<file path="src/rtl/ibsm_pkg.sv">
// Shared types and constants for the IFS block symmetry map.
package ibsm_pkg;

  localparam int PIX_W = 8;
  localparam int SCALE_W = 16;
  localparam int OFFS_W = 10;
  localparam int SYM_W = 3;
  localparam int SIZE_W = 6;
  localparam int COORD_W = 12;
  localparam int SUM_W = COORD_W + 1;
  localparam int CFG_DATA_W = 16;
  localparam int CFG_IDX_W = 3;
  localparam int FRAC_BITS = 12;
  localparam int PIX_MAX = 255;

  typedef enum logic [CFG_IDX_W-1:0] {
    REG_SCALE    = 3'd0,
    REG_OFFSET   = 3'd1,
    REG_SYMMETRY = 3'd2,
    REG_SIZE     = 3'd3,
    REG_ORIGIN_X = 3'd4,
    REG_ORIGIN_Y = 3'd5
  } reg_idx_e;

  typedef enum logic [SYM_W-1:0] {
    ORIENT_IDENT         = 3'd0,
    ORIENT_ROT90         = 3'd1,
    ORIENT_ROT180        = 3'd2,
    ORIENT_ROT270        = 3'd3,
    ORIENT_MIRROR_H      = 3'd4,
    ORIENT_MIRROR_V      = 3'd5,
    ORIENT_TRANSPOSE     = 3'd6,
    ORIENT_ANTITRANSPOSE = 3'd7
  } sym_e;

  typedef struct packed {
    logic signed [SCALE_W-1:0] scale;
    logic signed [OFFS_W-1:0]  offset;
    sym_e                      symmetry;
    logic [SIZE_W-1:0]         block_size;
    logic [COORD_W-1:0]        origin_x;
    logic [COORD_W-1:0]        origin_y;
  } cfg_t;

endpackage

</file>
<file path="src/rtl/ibsm_cfg.sv">
// Configuration register file and effective block edge length.
module ibsm_cfg #(
  parameter int MAX_BLOCK = 32
) (
  input  logic                                  clk_i,
  input  logic                                  rst_ni,
  input  logic                                  cfg_we_i,
  input  logic [ibsm_pkg::CFG_IDX_W-1:0]        cfg_idx_i,
  input  logic [ibsm_pkg::CFG_DATA_W-1:0]       cfg_wdata_i,
  output ibsm_pkg::cfg_t                        cfg_o,
  output logic                                  size_wr_o,
  output logic [$clog2(MAX_BLOCK)-1:0]          edge_m1_o
);

  localparam int CW = $clog2(MAX_BLOCK);
  localparam int NW = $clog2(MAX_BLOCK + 1);

  ibsm_pkg::cfg_t cfg_q;
  logic [NW-1:0]  edge_len;

  always_ff @(posedge clk_i or negedge rst_ni) begin
    if (!rst_ni) begin
      cfg_q.scale      <= 16'sd4096;
      cfg_q.offset     <= '0;
      cfg_q.symmetry   <= ibsm_pkg::ORIENT_IDENT;
      cfg_q.block_size <= 6'd4;
      cfg_q.origin_x   <= '0;
      cfg_q.origin_y   <= '0;
    end else if (cfg_we_i) begin
      case (cfg_idx_i)
        ibsm_pkg::REG_SCALE:    cfg_q.scale <= cfg_wdata_i;
        ibsm_pkg::REG_OFFSET:   cfg_q.offset <= cfg_wdata_i[ibsm_pkg::OFFS_W-1:0];
        ibsm_pkg::REG_SYMMETRY:
          cfg_q.symmetry <= ibsm_pkg::sym_e'(cfg_wdata_i[ibsm_pkg::SYM_W-1:0]);
        ibsm_pkg::REG_SIZE:     cfg_q.block_size <= cfg_wdata_i[ibsm_pkg::SIZE_W-1:0];
        ibsm_pkg::REG_ORIGIN_X: cfg_q.origin_x <= cfg_wdata_i[ibsm_pkg::COORD_W-1:0];
        ibsm_pkg::REG_ORIGIN_Y: cfg_q.origin_y <= cfg_wdata_i[ibsm_pkg::COORD_W-1:0];
        default: ;
      endcase
    end
  end

  always_comb begin
    if (cfg_q.block_size == '0) begin
      edge_len = NW'(1);
    end else if (32'(cfg_q.block_size) > 32'(MAX_BLOCK)) begin
      edge_len = NW'(MAX_BLOCK);
    end else begin
      edge_len = NW'(cfg_q.block_size);
    end
  end

  assign edge_m1_o = CW'(edge_len - NW'(1));
  assign size_wr_o = cfg_we_i && (cfg_idx_i == ibsm_pkg::REG_SIZE);
  assign cfg_o     = cfg_q;

endmodule

</file>
<file path="src/rtl/ibsm_pixel.sv">
// Contrast scaling, brightness offset and clamping of one pixel.
module ibsm_pixel (
  input  logic [ibsm_pkg::PIX_W-1:0]          pix_i,
  input  logic signed [ibsm_pkg::SCALE_W-1:0] scale_i,
  input  logic signed [ibsm_pkg::OFFS_W-1:0]  offset_i,
  output logic [ibsm_pkg::PIX_W-1:0]          pix_o
);

  localparam int PROD_W = ibsm_pkg::PIX_W + 1 + ibsm_pkg::SCALE_W;
  localparam int QUOT_W = PROD_W - ibsm_pkg::FRAC_BITS;
  localparam int SUM_W  = QUOT_W + 1;

  logic signed [PROD_W-1:0] prod;
  logic signed [PROD_W-1:0] biased;
  logic signed [QUOT_W-1:0] quot;
  logic signed [SUM_W-1:0]  sum;

  always_comb begin
    prod = $signed({1'b0, pix_i}) * scale_i;
    // Rounding toward zero: bias negative products before the arithmetic shift.
    biased = prod + (prod[PROD_W-1] ? PROD_W'((1 << ibsm_pkg::FRAC_BITS) - 1) : '0);
    quot = QUOT_W'(biased >>> ibsm_pkg::FRAC_BITS);
    sum = SUM_W'(quot) + SUM_W'(offset_i);
    if (sum < 0) begin
      pix_o = '0;
    end else if (sum > SUM_W'(ibsm_pkg::PIX_MAX)) begin
      pix_o = ibsm_pkg::PIX_W'(ibsm_pkg::PIX_MAX);
    end else begin
      pix_o = sum[ibsm_pkg::PIX_W-1:0];
    end
  end

endmodule

</file>
<file path="src/rtl/ibsm_coord.sv">
// Symmetry map of a source position to wrapped destination coordinates.
module ibsm_coord #(
  parameter int MAX_BLOCK = 32,
  parameter int IMAGE_DIM = 4096
) (
  input  logic [$clog2(MAX_BLOCK)-1:0]    col_i,
  input  logic [$clog2(MAX_BLOCK)-1:0]    row_i,
  input  logic [$clog2(MAX_BLOCK)-1:0]    edge_m1_i,
  input  ibsm_pkg::sym_e                  symmetry_i,
  input  logic [ibsm_pkg::COORD_W-1:0]    origin_x_i,
  input  logic [ibsm_pkg::COORD_W-1:0]    origin_y_i,
  output logic [ibsm_pkg::COORD_W-1:0]    x_o,
  output logic [ibsm_pkg::COORD_W-1:0]    y_o
);

  localparam int CW = $clog2(MAX_BLOCK);
  localparam int SW = ibsm_pkg::SUM_W;
  localparam int QSTEPS = $clog2(((2 ** SW) - 1) / IMAGE_DIM + 1);

  logic          keep_axes;
  logic          pos_x;
  logic          pos_y;
  logic [CW-1:0] fx;
  logic [CW-1:0] fy;
  logic [CW-1:0] tx;
  logic [CW-1:0] ty;
  logic [SW-1:0] rem_x;
  logic [SW-1:0] rem_y;

  always_comb begin
    unique case (symmetry_i)
      ibsm_pkg::ORIENT_IDENT: begin
        keep_axes = 1'b1; pos_x = 1'b1; pos_y = 1'b1;
      end
      ibsm_pkg::ORIENT_ROT90: begin
        keep_axes = 1'b0; pos_x = 1'b1; pos_y = 1'b0;
      end
      ibsm_pkg::ORIENT_ROT180: begin
        keep_axes = 1'b1; pos_x = 1'b0; pos_y = 1'b0;
      end
      ibsm_pkg::ORIENT_ROT270: begin
        keep_axes = 1'b0; pos_x = 1'b0; pos_y = 1'b1;
      end
      ibsm_pkg::ORIENT_MIRROR_H: begin
        keep_axes = 1'b1; pos_x = 1'b0; pos_y = 1'b1;
      end
      ibsm_pkg::ORIENT_MIRROR_V: begin
        keep_axes = 1'b1; pos_x = 1'b1; pos_y = 1'b0;
      end
      ibsm_pkg::ORIENT_TRANSPOSE: begin
        keep_axes = 1'b0; pos_x = 1'b1; pos_y = 1'b1;
      end
      ibsm_pkg::ORIENT_ANTITRANSPOSE: begin
        keep_axes = 1'b0; pos_x = 1'b0; pos_y = 1'b0;
      end
      default: begin
        keep_axes = 1'b1; pos_x = 1'b1; pos_y = 1'b1;
      end
    endcase
  end

  always_comb begin
    fx = pos_x ? col_i : CW'(edge_m1_i - col_i);
    fy = pos_y ? row_i : CW'(edge_m1_i - row_i);
    tx = keep_axes ? fx : fy;
    ty = keep_axes ? fy : fx;
  end

  // The wrap reduces the sum by shifted multiples of the image size, one
  // quotient bit per step.
  always_comb begin
    rem_x = SW'(origin_x_i) + SW'(tx);
    rem_y = SW'(origin_y_i) + SW'(ty);
    for (int k = QSTEPS - 1; k >= 0; k--) begin
      if (32'(rem_x) >= (32'(IMAGE_DIM) << k)) begin
        rem_x = rem_x - SW'(32'(IMAGE_DIM) << k);
      end
      if (32'(rem_y) >= (32'(IMAGE_DIM) << k)) begin
        rem_y = rem_y - SW'(32'(IMAGE_DIM) << k);
      end
    end
    x_o = rem_x[ibsm_pkg::COORD_W-1:0];
    y_o = rem_y[ibsm_pkg::COORD_W-1:0];
  end

endmodule

</file>
<file path="src/rtl/ifs_block_symmetry_map.sv">
// Top level of the IFS block symmetry map: position counters and two-stage pipeline.
// The block takes one pixel word per cycle unless stalled and returns one result
// word per pixel: the pixel and its source position are registered
// on entry, and the contrast multiply, clamp and symmetry coordinate map then
// run combinationally into the output register. Under a stalled output the entry
// register still fills, so two words can be held inside. The source position
// counters advance on each accepted pixel and return to zero after the block's
// last pixel or when the block size register is written; configuration is
// expected to change only while no words are in flight.
module ifs_block_symmetry_map #(
  parameter int MAX_BLOCK = 32,
  parameter int IMAGE_DIM = 4096
) (
  input  logic                                  clk_i,
  input  logic                                  rst_ni,
  input  logic                                  cfg_we_i,
  input  logic [ibsm_pkg::CFG_IDX_W-1:0]        cfg_idx_i,
  input  logic [ibsm_pkg::CFG_DATA_W-1:0]       cfg_wdata_i,
  input  logic                                  s_axis_tvalid,
  output logic                                  s_axis_tready,
  input  logic [7:0]                            s_axis_tdata,  // [7:0] src_pixel
  output logic                                  m_axis_tvalid,
  input  logic                                  m_axis_tready,
  // [7:0] out_pixel, [19:8] out_x, [31:20] out_y
  output logic [31:0]                           m_axis_tdata,
  output logic                                  m_axis_tlast   // block_done
);

  localparam int CW = $clog2(MAX_BLOCK);

  ibsm_pkg::cfg_t                    cfg;
  logic                              size_wr;
  logic [CW-1:0]                     edge_m1;

  logic [CW-1:0]                     col_q, col_d;
  logic [CW-1:0]                     row_q, row_d;
  logic [CW-1:0]                     col_cl;
  logic [CW-1:0]                     row_cl;
  logic                              in_done;
  logic                              in_acc;

  logic                              s1_valid_q;
  logic [ibsm_pkg::PIX_W-1:0]        s1_pix_q;
  logic [CW-1:0]                     s1_col_q;
  logic [CW-1:0]                     s1_row_q;
  logic                              s1_done_q;
  logic                              s1_adv;
  logic                              out_room;

  logic [ibsm_pkg::PIX_W-1:0]        pix_res;
  logic [ibsm_pkg::COORD_W-1:0]      x_res;
  logic [ibsm_pkg::COORD_W-1:0]      y_res;

  logic                              out_valid_q;
  logic [ibsm_pkg::PIX_W-1:0]        out_pix_q;
  logic [ibsm_pkg::COORD_W-1:0]      out_x_q;
  logic [ibsm_pkg::COORD_W-1:0]      out_y_q;
  logic                              out_done_q;

  ibsm_cfg #(
    .MAX_BLOCK (MAX_BLOCK)
  ) u_cfg (
    .clk_i       (clk_i),
    .rst_ni      (rst_ni),
    .cfg_we_i    (cfg_we_i),
    .cfg_idx_i   (cfg_idx_i),
    .cfg_wdata_i (cfg_wdata_i),
    .cfg_o       (cfg),
    .size_wr_o   (size_wr),
    .edge_m1_o   (edge_m1)
  );

  assign out_room      = !out_valid_q || m_axis_tready;
  assign s1_adv        = s1_valid_q && out_room;
  assign s_axis_tready = !s1_valid_q || out_room;
  assign in_acc        = s_axis_tvalid && s_axis_tready;

  always_comb begin
    col_cl  = (col_q > edge_m1) ? edge_m1 : col_q;
    row_cl  = (row_q > edge_m1) ? edge_m1 : row_q;
    in_done = (col_cl >= edge_m1) && (row_cl >= edge_m1);
    col_d   = col_q;
    row_d   = row_q;
    if (size_wr) begin
      col_d = '0;
      row_d = '0;
    end else if (in_acc) begin
      if (in_done) begin
        col_d = '0;
        row_d = '0;
      end else if (col_cl >= edge_m1) begin
        col_d = '0;
        row_d = CW'(row_cl + CW'(1));
      end else begin
        col_d = CW'(col_cl + CW'(1));
        row_d = row_cl;
      end
    end
  end

  always_ff @(posedge clk_i or negedge rst_ni) begin
    if (!rst_ni) begin
      col_q <= '0;
      row_q <= '0;
    end else begin
      col_q <= col_d;
      row_q <= row_d;
    end
  end

  always_ff @(posedge clk_i or negedge rst_ni) begin
    if (!rst_ni) begin
      s1_valid_q <= 1'b0;
    end else if (s_axis_tready) begin
      s1_valid_q <= s_axis_tvalid;
    end
  end

  always_ff @(posedge clk_i) begin
    if (in_acc) begin
      s1_pix_q  <= s_axis_tdata;
      s1_col_q  <= col_cl;
      s1_row_q  <= row_cl;
      s1_done_q <= in_done;
    end
  end

  ibsm_pixel u_pixel (
    .pix_i    (s1_pix_q),
    .scale_i  (cfg.scale),
    .offset_i (cfg.offset),
    .pix_o    (pix_res)
  );

  ibsm_coord #(
    .MAX_BLOCK (MAX_BLOCK),
    .IMAGE_DIM (IMAGE_DIM)
  ) u_coord (
    .col_i      (s1_col_q),
    .row_i      (s1_row_q),
    .edge_m1_i  (edge_m1),
    .symmetry_i (cfg.symmetry),
    .origin_x_i (cfg.origin_x),
    .origin_y_i (cfg.origin_y),
    .x_o        (x_res),
    .y_o        (y_res)
  );

  always_ff @(posedge clk_i or negedge rst_ni) begin
    if (!rst_ni) begin
      out_valid_q <= 1'b0;
    end else if (out_room) begin
      out_valid_q <= s1_valid_q;
    end
  end

  always_ff @(posedge clk_i) begin
    if (s1_adv) begin
      out_pix_q  <= pix_res;
      out_x_q    <= x_res;
      out_y_q    <= y_res;
      out_done_q <= s1_done_q;
    end
  end

  assign m_axis_tvalid = out_valid_q;
  assign m_axis_tdata  = {out_y_q, out_x_q, out_pix_q};
  assign m_axis_tlast  = out_done_q;

  a_count_bound: assert property (@(posedge clk_i) disable iff (!rst_ni)
    (col_q <= edge_m1) && (row_q <= edge_m1))
    else $error("Position counter beyond the block edge.");

  a_done_wrap: assert property (@(posedge clk_i) disable iff (!rst_ni)
    (in_acc && in_done) |=> (col_q == '0) && (row_q == '0))
    else $error("Counters did not return to zero after the last pixel.");

  a_stage_hold: assert property (@(posedge clk_i) disable iff (!rst_ni)
    (s1_valid_q && !out_room) |=> s1_valid_q && $stable(s1_pix_q) && $stable(s1_done_q))
    else $error("Entry register lost a word while the output was stalled.");

  a_out_fill: assert property (@(posedge clk_i) disable iff (!rst_ni)
    s1_adv |=> out_valid_q && (out_done_q == $past(s1_done_q)))
    else $error("Output register did not take the advancing word.");

endmodule
</file>
<file path="config.mk">
export PLATFORM = sky130hd
export DESIGN_NAME = ifs_block_symmetry_map
export DESIGN_NICKNAME = d
export VERILOG_FILES = /design/src/rtl/ibsm_pkg.sv /design/src/rtl/ibsm_cfg.sv /design/src/rtl/ibsm_pixel.sv /design/src/rtl/ibsm_coord.sv /design/src/rtl/ifs_block_symmetry_map.sv
export SDC_FILE = /design/constraint.sdc
export NUM_CORES = 1
export LEC_CHECK = 0
export ABC_AREA = 1
export ABC_CLOCK_PERIOD_IN_PS = 9600
export BUFFER_PORTS_ARGS = -buffer_cell sky130_fd_sc_hd__buf_4
export CAP_MARGIN = 10
export CORE_UTILIZATION = 45
export CTS_CLUSTER_DIAMETER = 40
export DETAILED_ROUTE_END_ITERATION = 6
export GPL_TIMING_DRIVEN = 0
export REMOVE_ABC_BUFFERS = 1
export SYNTH_ARGS = -nofsm -noshare
export SYNTH_HDL_FRONTEND = slang
export SYNTH_SLANG_ARGS = --single-unit
</file>
<file path="constraint.sdc">
create_clock -name clk_i -period 9.6 [get_ports clk_i]
set_input_delay 1.44 -clock clk_i [delete_from_list [all_inputs] [get_ports clk_i]]
set_output_delay 1.44 -clock clk_i [all_outputs]
set_load 0.01 [all_outputs]
</file>
==> results of run 1 <==
==> area by class of cell <==
type,instances,share of cell area [%]
timing repair buffer,67,3.71
clock inverter,15,1.07
tap,372,3.35
inverter,341,9.21
sequential,123,24.0
multi-input combinational,1103,55.6
clock buffer,17,3.06
==> critical path: cells and delay by family, from the launching register on <==
family	cells	cell delay, ns
adders and majority gates	7	3.32
buffers and inverters	7	0.59
DFF	1	0.67
AOI/OAI and AO/OA	6	1.01
and+or+nand+nor	18	2.64
==> worst paths after layout <==
kind	depth (start not counted)	endpoint	slack (ns)	from
max in group asynchronous	1	u_cfg.cfg_o[45]$_DFFE_PN0P_	7.76	rst_ni
hold reg to reg	2	u_cfg.cfg_o[24]$_DFFE_PN0P_	0.50	u_cfg.cfg_o[24]$_DFFE_PN0P_
setup / recovery	38	out_pix_q[4]$_SDFFCE_PN0P_	1.07	s1_pix_q[0]$_DFFE_PP_
min in group asynchronous	1	u_cfg.cfg_o[56]$_DFFE_PN0P_	1.12	rst_ni
hold / removal	2	u_cfg.cfg_o[24]$_DFFE_PN0P_	0.50	u_cfg.cfg_o[24]$_DFFE_PN0P_
setup reg to reg	38	out_pix_q[4]$_SDFFCE_PN0P_	1.07	s1_pix_q[0]$_DFFE_PP_
==> per-layer routing <==
metal	vias to the layer above	part of all wire, %
met4	0	1.6
met2	138	48
met1	4706	47
met3	28	2.7
met5	-	0
li1	5086	-
==> logic make-up after synthesis <==
logic type	Yosys count	synth area share, %
xor gates and xnor gates	55	3.91
buffers and inverters	386	11.6
muxes	4	0.360
AOI/OAI and AO/OA	201	8.67
and+or+nand+nor	627	20.7
adders and majority gates	216	28.0
DFF	123	26.7
==> stage by stage <==
stage          hold slack [ns]  setup WS (ns)
6_report                 0.496           1.07
5_1_grt                  0.516          0.145
4_1_cts                  0.501          0.888
3_5_place_dp             0.479          0.917
3_3_place_gp             0.472           1.06
2_1_floorplan            0.400           2.04
==> flip-flops by register name, indices dropped and copies added (netlist names), 8 cells and up <==
signal	cells
s1_pix_q	8
out_x_q	12
out_pix_q	8
u_cfg.cfg_o	59
out_y_q	12
==> cell usage in the layout, fill, tap and decap left out, types with 11 or more instances in the layout <==
master and instances:
nand2_1 416, inv_1 335, ha_1 109, fa_1 107, o21ai_0 102, nand3_1 84, nor2_1 79, a21oi_1 70
dfrtp_1 69, buf_4 66, edfxtp_1 52, xor2_1 37, xnor2_1 17, clkbuf_16 17, nand2_2 11
==> repair_timing <==
action	CTS	global route
buffers inserted	0	0
resized for setup	0	1
endpoints found under the hold margin	0	0
endpoints found under the setup margin	0	6
==> insert_results.sql, run 1 <==
INSERT INTO impl_metrics (metric_group, metric, value, unit) VALUES
('die', 'i_o_pins', '67', ''),
('cts', 'htree_num_levels', '4', ''),
('global_route', 'initial_antenna_violation_count', '0', ''),
('critical_path', 'crit_type', 'flip-flop to flip-flop', ''),
('die', 'floorplan.die.height', '169', 'µm'),
('cts', 'cts-root-buf', 'clkbuf_16', ''),
('timing', 'fin_crit', '8.53', 'ns'),
('cts', 'clk_pin_slew_worst_paths', '0.06', 'ns'),
('synth', 'synthesis.area_per_instance', '7.76', 'µm²'),
('timing', 'rsz0062_at_grt', 'no', ''),
('cts', 'cts_buf_count', '17', ''),
('synth', 'seq_area_frac_synth', '26.7', '%'),
('die', 'starting_density_of_the_core', '46.2', '%'),
('placed_design', 'place_area', '13300', 'µm²'),
('synth', 'synth_most_common_cell', 'nand2_1', ''),
('synth', 'fraction_of_registers_with_async_set_or_reset_after_synthesis', '57.7', '%'),
('synth', 'number_of_warnings_printed_during_yosys_synthesis', '0', ''),
('route', 'via_count', '9958', ''),
('critical_path', 'worst-endpoint-arrival', '8.69', 'ns'),
('critical_path', 'worst_path_max_delay_cell', 'fa_1', ''),
('placed_design', 'dpl.cell_count', '2006', ''),
('placed_design', 'hpwl', '22.6', 'mm'),
('timing', 'finalHoldViolCount', '0', ''),
('global_route', 'global_route.usage.met2', '37.0', '%'),
('placed_design', 'placement.io_buffers', '66', ''),
('final_layout', 'final_design_area_no_fill', '13900', 'µm²'),
('cts', 'cts_tree', 'yes', ''),
('timing', 'setup_viol', '0', ''),
('hold_path', 'worst_hold_check_path_type', 'flip-flop to flip-flop', ''),
('timing', 'fmax', '117', 'MHz'),
('synth', 'yosys-top-cells-count', 'nand2_1, inv_1, ha_1, fa_1, o21ai_0', ''),
('timing', 'slew-limit-headroom', '33.0', '%'),
('global_route', 'first_pass_grt_wire_length', '49.0', 'mm'),
('critical_path', 'crit_fanout', '16', ''),
('final_layout', 'post_route_cells_drive_above_1_share', '8.04', '%'),
('route', 'initialDrtViolationCount', '487', ''),
('synth', 'post-synth-top-area-fraction', '17.1', '%'),
('final_layout', 'multi_input_area', '7730', 'µm²'),
('cts', 'clock_path_buffers', '2', ''),
('timing', 'final.setup_skew', '0.0111', 'ns'),
('timing', 'period_share', '88.8', '%'),
('timing', 'timing_worst_slew_pin_value', '1.01', 'ns'),
('final_layout', 'diodes', '0', ''),
('die', 'row_count', '60', ''),
('global_route', 'globalRouteOverflowTotal', '0', ''),
('synth', 'number_of_enable_flip_flop_cells_after_synthesis', '52', ''),
('route', 'route.detailed.wl_per_inst', '14.0', 'µm'),
('timing', 'number_of_max_slew_violations_in_the_final_report', '0', ''),
('route', 'drt_pass1_iterations', '7', ''),
('cts', 'cts_num_sinks', '123', ''),
('placed_design', 'globalplace.congestion', '0.878', ''),
('synth', 'ys_types', '43', ''),
('die', 'floorplan.core_area', '27100', 'µm²'),
('route', 'post-route-drc-count', '0', ''),
('route', 'final_antenna_net_count', '0', ''),
('global_route', 'met3_global_route_usage', '3.02', '%'),
('timing', 'finalSetupTns', '0', 'ns'),
('synth', 'synth_seq_cells', '123', ''),
('global_route', 'gr-usage-met1', '29.1', '%'),
('final_layout', 'seq_area', '3340', 'µm²'),
('cts', 'insertion_delay', '0.42', 'ns'),
('route', 'routed_wl', '28.5', 'mm'),
('global_route', 'peak_usage_layer_in_the_global_routing_report', 'met2', ''),
('synth', 'syn-instance-count', '1612', ''),
('die', 'die_width', '169', 'µm'),
('global_route', 'grt_max_degree', '72', ''),
('critical_path', 'critical-path-max-stage-delay', '0.68', 'ns'),
('global_route', 'first_global_vias', '10000', ''),
('route', 'detail_route.vias_per_cell', '4.89', ''),
('final_layout', 'post_route_core_utilization', '51.3', '%'),
('final_layout', 'final_net_count', '1901', ''),
('critical_path', 'critical_path.startpoint_type', 'flip-flop', ''),
('final_layout', 'num-fill-cells', '2594', ''),
('critical_path', 'critical_path_required', '9.76', 'ns'),
('synth', 'yosys-top-cells-area', 'fa_1, dfrtp_1, edfxtp_1, nand2_1, ha_1', ''),
('synth', 'synth.largest_area_cell', 'fa_1', ''),
('synth', 'synthesis.area', '12500', 'µm²'),
('outcome', 'outcome', 'complete, no violations', ''),
('final_layout', 'syn_to_final_growth', '11.1', '%'),
('synth', 'synth-main-ff-cell', 'dfrtp_1', ''),
('global_route', 'groute.usage.overall', '21.7', '%'),
('flow_run', 'maxCapViolCount', '0', ''),
('cts', 'count_of_hold_buffers_inserted_by_post_cts_repair', '0', ''),
('final_layout', 'fin_cells', '2038', ''),
('critical_path', 'worst_setup_path_end_kind', 'flip-flop', ''),
('die', 'floorplan.die_area', '28500', 'µm²');
Power of run 1 is not shown: default switching activity piles up to over one toggle a cycle in this logic, so the estimate is an artifact.
==> inputs of run 2 (changes only) <==
ABC_CLOCK_PERIOD_IN_PS = 9580   (was 9600)
BUFFER_PORTS_ARGS = default   (was -buffer_cell sky130_fd_sc_hd__buf_4)
DONT_BUFFER_PORTS = 1   (was default)
clock period = 9.58 ns   (was 9.6 ns; I/O delays follow)
==> insert_results.sql, run 2 (synthesized netlist as in run 1, its figures left out) <==
INSERT INTO impl_metrics (metric_group, metric, value, unit) VALUES
('route', 'final_antenna_net_count', '0', ''),
('global_route', 'globalRouteOverflowTotal', '0', ''),
('critical_path', 'crit_type', 'flip-flop to flip-flop', ''),
('cts', 'post_cts.resized_instances', '0', ''),
('final_layout', 'syn_to_final_growth', '7.35', '%'),
('route', 'routed_wl', '28.0', 'mm'),
('outcome', 'outcome', 'complete, no violations', ''),
('flow_run', 'maxCapViolCount', '0', ''),
('cts', 'cts_num_sinks', '123', ''),
('final_layout', 'layout.cells.most_common_list', 'nand2_1, inv_1, ha_1', ''),
('cts', 'clk_pin_slew_worst_paths', '0.06', 'ns'),
('placed_design', 'placement.io_buffers', '0', ''),
('critical_path', 'worst_setup_path_end_kind', 'flip-flop', ''),
('global_route', 'first_pass_grt_wire_length', '47.9', 'mm'),
('route', 'via_count', '9705', ''),
('route', 'detail_route.vias_per_cell', '4.92', ''),
('final_layout', 'post_route_cells_drive_above_1_share', '4.19', '%'),
('timing', 'slew-limit-headroom', '33.8', '%'),
('die', 'floorplan.die_area', '28500', 'µm²'),
('timing', 'final.setup_skew', '0.0103', 'ns'),
('critical_path', 'worst-endpoint-arrival', '8.82', 'ns'),
('die', 'floorplan.core_area', '27100', 'µm²'),
('timing', 'finalSetupTns', '0', 'ns'),
('timing', 'timing_worst_slew_pin_value', '0.982', 'ns'),
('cts', 'cts_tree', 'yes', ''),
('hold_path', 'worstHoldEndpoint', 'u_cfg.cfg_o[15]$_DFFE_PN0P_', ''),
('placed_design', 'globalplace.congestion', '0.880', ''),
('cts', 'cts_buf_count', '17', ''),
('timing', 'setup_viol', '0', ''),
('critical_path', 'worst_path_max_delay_cell', 'fa_1', ''),
('timing', 'number_of_max_slew_violations_in_the_final_report', '0', ''),
('final_layout', 'mostFrequentLayoutCell', 'nand2_1', ''),
('critical_path', 'critical_path_required', '9.72', 'ns'),
('global_route', 'groute.usage.overall', '21.0', '%'),
('critical_path', 'critical-path-max-stage-delay', '0.69', 'ns'),
('cts', 'cts-root-buf', 'clkbuf_16', ''),
('route', 'initialDrtViolationCount', '441', ''),
('critical_path', 'crit_fanout', '16', ''),
('critical_path', 'r2r-start', 's1_pix_q[0]$_DFFE_PP_', ''),
('route', 'drt_pass1_iterations', '5', ''),
('cts', 'clock_path_buffers', '2', ''),
('final_layout', 'largest_register_ffs', '59', ''),
('cts', 'count_of_hold_buffers_inserted_by_post_cts_repair', '0', ''),
('critical_path', 'critPathBufInv', '7', ''),
('critical_path', 'timing.reg2reg.setup_slack', '0.91', 'ns'),
('timing', 'fmax', '115', 'MHz'),
('final_layout', 'fin_cells', '1972', ''),
('die', 'i_o_pins', '67', ''),
('placed_design', 'hpwl', '22.1', 'mm'),
('timing', 'rsz0062_at_grt', 'no', ''),
('die', 'die_width', '169', 'µm'),
('die', 'starting_density_of_the_core', '46.2', '%'),
('cts', 'insertion_delay', '0.42', 'ns'),
('global_route', 'initial_antenna_violation_count', '0', ''),
('final_layout', 'final_net_count', '1835', ''),
('hold_path', 'worstHoldStart', 'u_cfg.cfg_o[15]$_DFFE_PN0P_', ''),
('timing', 'setup_slack', '0.905', 'ns'),
('critical_path', 'rr_worst_depth', '37', ''),
('placed_design', 'dpl.cell_count', '1940', ''),
('die', 'floorplan.die.height', '169', 'µm'),
('global_route', 'first_global_vias', '9798', ''),
('hold_path', 'hold_path_depth', '2', ''),
('final_layout', 'diodes', '0', ''),
('cts', 'htree_num_levels', '4', ''),
('route', 'post-route-drc-count', '0', ''),
('cts', 'post-cts-setup-buffer-count', '0', ''),
('die', 'row_count', '60', ''),
('placed_design', 'preCtsSetupSlack', '0.865', 'ns'),
('critical_path', 'cp_common_cell', 'inv_1', ''),
('route', 'route.detailed.wl_per_inst', '14.2', 'µm'),
('timing', 'finalHoldViolCount', '0', ''),
('global_route', 'grt_max_degree', '72', ''),
('critical_path', 'critical_path.startpoint_type', 'flip-flop', ''),
('hold_path', 'worst_hold_check_path_type', 'flip-flop to flip-flop', ''),
('timing', 'period_share', '90.5', '%'),
('critical_path', 'worst_r2r_endpoint', 'out_pix_q[6]$_SDFFCE_PN0P_', ''),
('critical_path', 'cpLargestDelayFamily', 'adder cells', ''),
('timing', 'fin_crit', '8.67', 'ns');
-- run 2: cell count changes in the layout (fill, tap and decap cells not counted), sizes merged --
cell / delta
clkinv: -2
buf: -66
bufinv: +2
-- run 2: through the flow --
step | hold WS (ns) | area (µm²) | utilization (%)
floorplan | 0.400 | 12300 | -
global placement | 0.472 | 12800 | 47.2
global route | 0.518 | 13400 | 49.6
CTS | 0.499 | 13400 | 49.6
finish | 0.497 | 13400 | 49.6
detailed placement | 0.483 | 12800 | 47.3
-- run 2: worst max-delay path by stage --
stage / startpoint / endpoint / depth (start not counted)
4_1_cts: s1_pix_q[0]$_DFFE_PP_ / out_pix_q[1]$_SDFFCE_PN0P_ / 37
5_1_grt: s1_pix_q[0]$_DFFE_PP_ / out_pix_q[6]$_SDFFCE_PN0P_ / 38
6_report: s1_pix_q[0]$_DFFE_PP_ / out_pix_q[6]$_SDFFCE_PN0P_ / 37
2_1_floorplan: s1_pix_q[0]$_DFFE_PP_ / out_pix_q[0]$_SDFFCE_PN0P_ / 38
3_5_place_dp: s1_pix_q[0]$_DFFE_PP_ / out_pix_q[1]$_SDFFCE_PN0P_ / 37
3_3_place_gp: s1_pix_q[0]$_DFFE_PP_ / out_pix_q[2]$_SDFFCE_PN0P_ / 38
-- run 2: cell type report --
class,instances,area [µm²]
inverter,341,1280
clock buffer,17,425
multi-input combinational,1103,7720
tap,372,465
timing repair buffer,1,20.0
sequential,123,3340
clock inverter,15,174
fill,2633,13700
-- run 2: tightest hold or removal path, stage by stage (launching register included) --
cell and delay [ns]:
dfrtp_1 0.35, nand2_1 0.05, o21ai_0 0.06
-- run 2: routing by layer --
| metal | GRT usage [%] | wire length, µm | vias up |
|---|---|---|---|
| li1 | - | - | 4952 |
| met1 | 27.3 | 13300 | 4611 |
| met2 | 36.9 | 13700 | 113 |
| met3 | 1.82 | 477 | 29 |
| met4 | 6.64 | 584 | 0 |
| met5 | 0 | 0 | - |
Power of run 2 is left out for the same reason.
